==> src/rtl/core/fqd_pkg.sv <==
// ============================================================================
// fqd_pkg : shared types and constants for the handle queue
// Queue depth, derived widths, command codes, controller states and the
// command bundle from the controller to the datapath.
// ============================================================================
package fqd_pkg;

    localparam int DEPTH  = 16;
    localparam int CNT_W  = $clog2(DEPTH + 1);
    localparam int DATA_W = 32;
    localparam int LEN_W  = 5;

    typedef enum logic [1:0] {
        CMD_ENQ = 2'd0,
        CMD_DEQ = 2'd1,
        CMD_DEL = 2'd2,
        CMD_LEN = 2'd3
    } cmd_t;

    typedef enum logic [1:0] {
        ST_IDLE = 2'b01,
        ST_EXEC = 2'b10
    } state_t;

    typedef struct packed {
        logic capture;
        logic execute;
    } ctrl_t;

endpackage

==> src/rtl/core/fqd_ctrl.sv <==
// ============================================================================
// fqd_ctrl : queue controller
// Two-state sequencer: capture a command, then execute it once the result
// register is free. Owns the result valid flag.
// ============================================================================
module fqd_ctrl (
    input  logic          clk,
    input  logic          rst_n,
    input  logic          cmd_valid,
    output logic          cmd_ready,
    output logic          rsp_valid,
    input  logic          rsp_ready,
    output fqd_pkg::ctrl_t ctrl
);

    fqd_pkg::state_t state_reg;
    fqd_pkg::state_t state_next;
    logic            out_valid_reg;
    logic            out_valid_next;

    always_comb
    begin
        state_next   = state_reg;
        ctrl.capture = 1'b0;
        ctrl.execute = 1'b0;
        unique case (state_reg)
            fqd_pkg::ST_IDLE:
            begin
                if (cmd_valid)
                begin
                    ctrl.capture = 1'b1;
                    state_next   = fqd_pkg::ST_EXEC;
                end
            end
            fqd_pkg::ST_EXEC:
            begin
                if (!out_valid_reg || rsp_ready)
                begin
                    ctrl.execute = 1'b1;
                    state_next   = fqd_pkg::ST_IDLE;
                end
            end
            default:
            begin
                state_next = fqd_pkg::ST_IDLE;
            end
        endcase
    end

    always_comb
    begin
        priority if (ctrl.execute)
            out_valid_next = 1'b1;
        else if (rsp_ready)
            out_valid_next = 1'b0;
        else
            out_valid_next = out_valid_reg;
    end

    always_ff @(posedge clk or negedge rst_n)
    begin
        if (!rst_n)
        begin
            state_reg     <= fqd_pkg::ST_IDLE;
            out_valid_reg <= 1'b0;
        end
        else
        begin
            state_reg     <= state_next;
            out_valid_reg <= out_valid_next;
        end
    end

    assign cmd_ready = (state_reg == fqd_pkg::ST_IDLE);
    assign rsp_valid = out_valid_reg;

endmodule

==> src/rtl/core/fqd_datapath.sv <==
// ============================================================================
// fqd_datapath : entry chain, count and result registers
// Entries sit in order with the head in slot 0. A removal compacts the
// chain in one step by shifting every slot at or after the hit position.
// ============================================================================
module fqd_datapath (
    input  logic                         clk,
    input  logic                         rst_n,
    input  fqd_pkg::ctrl_t               ctrl,
    input  logic [1:0]                   cmd,
    input  logic [fqd_pkg::DATA_W-1:0]   value,
    output logic                         status,
    output logic [fqd_pkg::DATA_W-1:0]   data_out,
    output logic [fqd_pkg::LEN_W-1:0]    length
);

    fqd_pkg::cmd_t                    cmd_reg;
    logic [fqd_pkg::DATA_W-1:0]       value_reg;
    logic [fqd_pkg::DATA_W-1:0]       entries_reg [fqd_pkg::DEPTH];
    logic [fqd_pkg::DATA_W-1:0]       entries_next [fqd_pkg::DEPTH];
    logic [fqd_pkg::CNT_W-1:0]        count_reg;
    logic [fqd_pkg::CNT_W-1:0]        count_next;
    logic                             status_next;
    logic [fqd_pkg::DATA_W-1:0]       data_next;
    logic                             status_reg;
    logic [fqd_pkg::DATA_W-1:0]       data_reg;
    logic [fqd_pkg::LEN_W-1:0]        length_reg;

    logic [fqd_pkg::DEPTH-1:0]        match;
    logic [fqd_pkg::DEPTH-1:0]        hit_mask;
    logic [fqd_pkg::DEPTH-1:0]        shift_mask;
    logic                             hit_any;
    logic                             value_nz;
    logic                             do_enq;
    logic                             do_remove;

    always_comb
    begin
        hit_any = 1'b0;
        for (int i = 0; i < fqd_pkg::DEPTH; i++)
        begin
            match[i]    = (entries_reg[i] == value_reg) &&
                          (fqd_pkg::CNT_W'(i) < count_reg);
            hit_any     = hit_any | match[i];
            hit_mask[i] = hit_any;
        end
    end

    assign value_nz = (value_reg != '0);

    always_comb
    begin
        status_next = 1'b0;
        data_next   = '0;
        do_enq      = 1'b0;
        do_remove   = 1'b0;
        shift_mask  = '1;
        unique case (cmd_reg)
            fqd_pkg::CMD_ENQ:
            begin
                do_enq      = value_nz && (count_reg < fqd_pkg::CNT_W'(fqd_pkg::DEPTH));
                status_next = !do_enq;
            end
            fqd_pkg::CMD_DEQ:
            begin
                do_remove   = (count_reg != '0);
                status_next = !do_remove;
                data_next   = do_remove ? entries_reg[0] : '0;
            end
            fqd_pkg::CMD_DEL:
            begin
                do_remove   = value_nz && hit_any;
                status_next = !do_remove;
                shift_mask  = hit_mask;
            end
            fqd_pkg::CMD_LEN:
            begin
                status_next = 1'b0;
            end
            default:
            begin
                status_next = 1'b1;
            end
        endcase
    end

    always_comb
    begin
        for (int i = 0; i < fqd_pkg::DEPTH; i++)
        begin
            entries_next[i] = entries_reg[i];
            if (do_enq && (count_reg == fqd_pkg::CNT_W'(i)))
                entries_next[i] = value_reg;
            if (do_remove && shift_mask[i] && (i < fqd_pkg::DEPTH - 1))
                entries_next[i] = entries_reg[(i + 1) % fqd_pkg::DEPTH];
        end
        priority if (do_enq)
            count_next = count_reg + 1'b1;
        else if (do_remove)
            count_next = count_reg - 1'b1;
        else
            count_next = count_reg;
    end

    always_ff @(posedge clk or negedge rst_n)
    begin
        if (!rst_n)
            count_reg <= '0;
        else if (ctrl.execute)
            count_reg <= count_next;
    end

    always_ff @(posedge clk)
    begin
        if (ctrl.capture)
        begin
            cmd_reg   <= fqd_pkg::cmd_t'(cmd);
            value_reg <= value;
        end
        if (ctrl.execute)
        begin
            entries_reg <= entries_next;
            status_reg  <= status_next;
            data_reg    <= data_next;
            length_reg  <= fqd_pkg::LEN_W'(count_next);
        end
    end

    assign status   = status_reg;
    assign data_out = data_reg;
    assign length   = length_reg;

endmodule

==> src/rtl/core/fifo_queue_with_delete.sv <==
// ============================================================================
// fifo_queue_with_delete : bounded queue of nonzero 32-bit handles
// Enqueue, dequeue, delete-first-match and length query, one result each.
// ============================================================================
// Each command is captured from the transfer, then executed: the entry
// chain compares every slot against the value and compacts in parallel.
// A result waits in its own register, so the next command is captured
// while it is pending; execution holds only while the previous result
// has not been taken. A zero value on enqueue or delete, enqueue when
// full, dequeue when empty and an unmatched delete return status 1 and
// leave the queue unchanged. The queue starts empty after reset.
module fifo_queue_with_delete (
    input  logic                       clk,
    input  logic                       rst_n,
    input  logic                       cmd_valid,
    output logic                       cmd_ready,
    input  logic [1:0]                 cmd,
    input  logic [fqd_pkg::DATA_W-1:0] value,
    output logic                       rsp_valid,
    input  logic                       rsp_ready,
    output logic                       status,
    output logic [fqd_pkg::DATA_W-1:0] data_out,
    output logic [fqd_pkg::LEN_W-1:0]  length
);

    fqd_pkg::ctrl_t ctrl;

    fqd_ctrl u_ctrl (
        .clk       (clk),
        .rst_n     (rst_n),
        .cmd_valid (cmd_valid),
        .cmd_ready (cmd_ready),
        .rsp_valid (rsp_valid),
        .rsp_ready (rsp_ready),
        .ctrl      (ctrl)
    );

    fqd_datapath u_dp (
        .clk      (clk),
        .rst_n    (rst_n),
        .ctrl     (ctrl),
        .cmd      (cmd),
        .value    (value),
        .status   (status),
        .data_out (data_out),
        .length   (length)
    );

endmodule

==> config.mk <==
export PLATFORM = sky130hd
export DESIGN_NAME = fifo_queue_with_delete
export DESIGN_NICKNAME = d
export VERILOG_FILES = /design/src/rtl/core/fqd_pkg.sv /design/src/rtl/core/fqd_ctrl.sv /design/src/rtl/core/fqd_datapath.sv /design/src/rtl/core/fifo_queue_with_delete.sv
export SDC_FILE = /design/constraint.sdc
export NUM_CORES = 1
export LEC_CHECK = 0
export BUFFER_PORTS_ARGS = -buffer_cell sky130_fd_sc_hd__buf_4
export CAP_MARGIN = 20
export CORE_MARGIN = 2
export CORE_UTILIZATION = 45
export CTS_BUF_LIST = sky130_fd_sc_hd__clkbuf_8
export CTS_CLUSTER_DIAMETER = 150
export CTS_CLUSTER_SIZE = 40
export DETAILED_ROUTE_END_ITERATION = 8
export PLACE_DENSITY = 0.7
export SYNTH_ARGS = -nofsm -noshare
export SYNTH_HDL_FRONTEND = slang
export SYNTH_SLANG_ARGS = --single-unit
==> constraint.sdc <==
create_clock -name clk -period 6.2 [get_ports clk]
set_input_delay 0.93 -clock clk [delete_from_list [all_inputs] [get_ports clk]]
set_output_delay 0.93 -clock clk [all_outputs]
set_load 0.02 [all_outputs]
# After elaboration in Yosys (flattened, before gate mapping)
# Index checks and enable logic that the tools add are counted.
# op_classes
addsub	2
mul	0
div_mod_pow	0
order_cmp	17
eq_ne	38
shifts	0
mux	45
n_bitwise	15
reduce_logical	92
# ops
op	n
two-way mux 32 bit	30
== test 32 bit	16
logical AND 1 bit	49
== test 5 x 4 -> 1 bit, second input constant	8
< comparator 4 x 5 -> 1 bit, first input constant	8
AND reduction 2 bit	18
nonzero test 2 bit	16
nonzero test 32 bit	1
== test 5 x 3 -> 1 bit, second input constant	4
< comparator 3 x 5 -> 1 bit, first input constant	4
two-way mux 15 bit	1
bitwise OR 1 bit	15
== test 5 x 2 -> 1 bit, second input constant	2
< comparator 1 x 5 -> 1 bit, first input constant	2
< comparator 2 x 5 -> 1 bit, first input constant	2
two-way mux 5 bit	2
two-way mux 1 bit	7
== test 2 bit, second input constant	3
adder 5 x 1 -> 5 bit, second input constant	1
== test 5 x 1 -> 1 bit, second input constant	1
logical NOT 5 bit	1
< comparator 5 bit, second input constant	1
nonzero test 5 bit	1
subtractor 5 x 1 -> 5 bit, second input constant	1
10 further kinds	15
# totals
regBits	592
latchBits	0
mem_bits_rw	0
rom_bits	0
out_inout_bits	40
wordCells	233
n_memories	0

# Longest topological paths before layout
# logic_depth
ltp_word	22
mapped_depth	15
ltp_nobuf	10

# Hierarchy
# From an unflattened synthesis, not the netlist that was laid out.
# hier_totals
cells_unflattened	2288
area_unflattened_um2	32809.0
# by_module_without_submodules
mod	instances	cells_each	area_per_inst_um2	seq_area_each_um2
fqd_datapath	1	2276	32671.3	17661.9
fqd_ctrl	1	12	137.6	76.3

# Worst setup path before layout
# OpenSTA, ideal clock, no wires.
# synth_path
path_type	register to register
start	register u_dp.value_reg[7] (netlist bit)
end	register u_dp.entries_reg[0] (netlist bit) (enable)
setup_ns	0.501
t_arrival_ns	4.686
setup_slack_ns	1.013
path_stages_with_launch	11
path_buffers	4
period_less_slack_ns	5.187
path_cell_list	edfxtp_1 -> buf_2 -> buf_2 -> buf_4 -> nor4_1 -> nand4_1 -> nor2_1 -> nor2_1 -> nand2_1 -> clkbuf_1 -> nor4_1
# synth_between
elab_chain_len	5
# synth_rtl
item	line	source
start: declaration	fqd_datapath.sv:18	logic [fqd_pkg::DATA_W-1:0] value_reg;
start signal: assignment	fqd_datapath.sv:118	value_reg <= value;
nonzero test 32 bit	fqd_datapath.sv:49	assign value_nz = (value_reg != '0);
logical AND 1 bit	fqd_datapath.sv:61	do_enq = value_nz && (count_reg < fqd_pkg::CNT_W'(fqd_pkg::DEPTH));
two-way mux 1 bit	fqd_datapath.sv:58	unique case (cmd_reg)
logical AND 1 bit	fqd_datapath.sv:92	if (do_enq && (count_reg == fqd_pkg::CNT_W'(i)))
AND reduction 2 bit (no source line)	--	
end signal: assignment	fqd_datapath.sv:122	entries_reg <= entries_next;
end: declaration	fqd_datapath.sv:19	logic [fqd_pkg::DATA_W-1:0] entries_reg [fqd_pkg::DEPTH];
# Every way passes these cells.
# A chain may end at the register's enable or synchronous reset.

==> impl_metrics.json <==
{
  "p_leak_nw": 11.3,
  "ant_nets": 0,
  "yosys.area.top_type": "edfxtp_1",
  "grt_use_total_pct": 24.9,
  "r2r-start": "u_dp.value_reg[0]$_DFFE_PP_",
  "use_met3_pct": 3.23,
  "die_area_um2": 75500,
  "tns_ns": 0,
  "rsz0062_at_grt": "false",
  "powerDensity_nw_per_um2": 217,
  "place_hpwl_um": 70600,
  "hold_violations": 0,
  "grt_overflow_total": 0,
  "endpoint_kind": "flop",
  "fin_area_um2": 34800,
  "max-slew-margin-rel_pct": 19.5,
  "n_antenna_cell": 0,
  "portBuffers": 77,
  "startpoint": "u_dp.value_reg[0]$_DFFE_PP_",
  "rows": 99,
  "arrival_ns": 5.75,
  "grt_pass1_wl_um": 139000,
  "cts_tree": "done",
  "peakVddDrop_v": 0.000162,
  "comb_power_share_pct": 18.6,
  "use_met2_pct": 41.4,
  "die_h_um": 275,
  "dr.pass1.iters": 6,
  "synth_flop_cell": "edfxtp_1",
  "root_buffer": "clkbuf_8",
  "dp_cells": 3360,
  "clock_path_buffers": 3,
  "core-area_um2": 72700,
  "cp_data_required_time_ns": 6.68,
  "grt_max_degree": 42,
  "p_switching_mw": 2.13,
  "wl_um": 95200,
  "period_share_pct": 84.9,
  "synth_nets": 2462,
  "power_frac_seq_pct": 62.0,
  "hold_class": "in -> reg",
  "drt_iter0_drc": 2333,
  "nFillCells": 6294,
  "layout.cells.non_filler": 3393,
  "place_congestion": 1.07,
  "yosysSeqAreaShare_pct": 53.8,
  "grt_pass1_vias": 20600,
  "clock-sinks": 592,
  "cap_viol_max_count": 0,
  "post_cts_buffers": 0,
  "pwr-share-clk_pct": 19.4,
  "drive_above_1_share_pct": 28.3,
  "synth.area.top_cells": "edfxtp_1 (53%), mux2_2 (14%), xor2_1 (9.0%)",
  "path_class": "reg -> reg",
  "insertion_delay_ns": 0.73,
  "synth_edf_count": 584,
  "dieWidth_um": 275,
  "final_cell_mix": "edfxtp_1 (584), mux2_2 (419), xor2_1 (338), xnor2_1 (180), buf_4 (179)",
  "num_vias": 20700,
  "final_common_cell": "edfxtp_1",
  "multi_input_area_um2": 14000,
  "fmax_mhz": 190,
  "postPlaceCellArea_um2": 34400,
  "cp_max_fo": 17,
  "synth_area_um2": 33000,
  "postSynthAreaPerCell_um2": 13.7,
  "initial_utilization_pct": 45.4,
  "ff_latch_area_um2": 17700,
  "switching_share_pct": 28.3,
  "cts.htree.levels": 1,
  "ys_warn_count": 0,
  "antenna_found_initial": 2,
  "ios": 78,
  "fin_nets": 2469,
  "async_flop_share_pct": 1.35,
  "postCtsHoldBufs": 1,
  "fin_util_pct": 47.8,
  "min_from": "value[26]",
  "synth_top_area_share_pct": 53.2,
  "whs_ns": 0.362,
  "internal_power_mw": 5.41,
  "syn_inst": 2415,
  "post_cts_resized": 0,
  "wl_per_cell_um": 28.0,
  "period_minus_slack_ns": 5.26,
  "syn_to_final_growth_pct": 5.39,
  "slew_violations": 0,
  "vias_per_cell": 6.10,
  "clk_pin_slew_ns": 0.24,
  "cp-start-kind": "flop",
  "numCtsBuffers": 18,
  "synth.distinct_cells": 71,
  "status": "finished clean",
  "ys_seq_elements": 592,
  "drc_errors": 0,
  "worstMarginPinSlew_ns": 1.21,
  "largest_reg_flops": 512,
  "use_met1_pct": 33.8,
  "finalSetupViolCount": 0,
  "gr-max-usage-layer": "met2",
  "finClkSkew_ns": 0.0487
}
## synth_stat cells, drive strengths merged, types with 6 or more instances
cell and n:
edfxtp 584, mux2 480, xor2 338, xnor2 180
buf 151, nor4 140, nand4 72, nand2 66
clkbuf 48, nor2 45, and2 42, nand3 35
nor3 31, nor4b 17, inv 14, nand4b 13
and3 12, a21oi 11, o21a 10, or4 10
ha 9, o21ai 9, or3 9, a31oi 8
dfrtp 7, or3b 7, nor2b 6
## cell families after synthesis
logic type | share of synthesized area [%]
AO/OA/AOI/OAI | 1.71
XOR/XNOR | 13.8
adder cells (fa/ha/maj) | 0.341
buffers and inverters | 4.07
flip-flops | 53.8
multiplexers | 16.7
AND/OR/NAND/NOR | 9.62
## power by group through the flow
stage	sequential, mW	combinational, mW	clock [mW]
floorplan	4.66	1.04	0
global placement	4.75	1.35	0
CTS	4.66	1.38	1.48
finish	4.67	1.41	1.46
global route	4.68	1.49	1.59
detailed placement	4.75	1.37	0
## worst max-delay path, stage by stage, from the launching register on
cell	delay, ns
edfxtp_1	1.12
buf_4	0.39
xnor2_1	0.18
nor4bb_1	0.32
nand4_1	0.13
nor3_1	0.56
a311o_1	0.32
o31ai_2	0.14
nand3_2	0.47
a21boi_4	0.64
buf_4	0.36
mux2_2	0.37
## path summary, 6_finish.rpt
path	to	slack, ns	cells after the start
max in group asynchronous	u_ctrl.state_reg[0]$_DFFE_PN1P_	5.42	2
max reg2reg	u_dp.entries_reg[478]$_DFFE_PP_	0.94	11
min reg2reg	u_ctrl.rsp_valid$_DFFE_PN0P_	0.57	2
min in group asynchronous	u_dp.count_reg[4]$_DFFE_PN0P_	0.54	2
min	u_dp.value_reg[26]$_DFFE_PP_	0.36	1
max	u_dp.entries_reg[478]$_DFFE_PP_	0.94	11
## through the flow
| stage | power, mW | worst slack, ns |
|---|---|---|
| finish | 7.54 | 0.936 |
| global route | 7.76 | 0.823 |
| CTS | 7.53 | 1.04 |
| detailed placement | 6.12 | 1.08 |
| global placement | 6.10 | 1.17 |
| floorplan | 5.69 | 1.01 |
## metal layers
metal  up-vias  share of wire [%]
li1       8962                  -
met1     10400                 42
met2      1095                 47
met3       192                7.5
met4         0                3.8
met5         -                  0
## cell type report
type,count,share of cell area [%]
well taps,959,3.45
flip-flops and latches,592,51.0
clock buffers,19,0.752
clock inverters,13,0.155
repair buffers,186,4.24
inverters,14,0.151
multi-input cells,1610,40.2
Note: power is estimated with default switching activity, not from simulation.
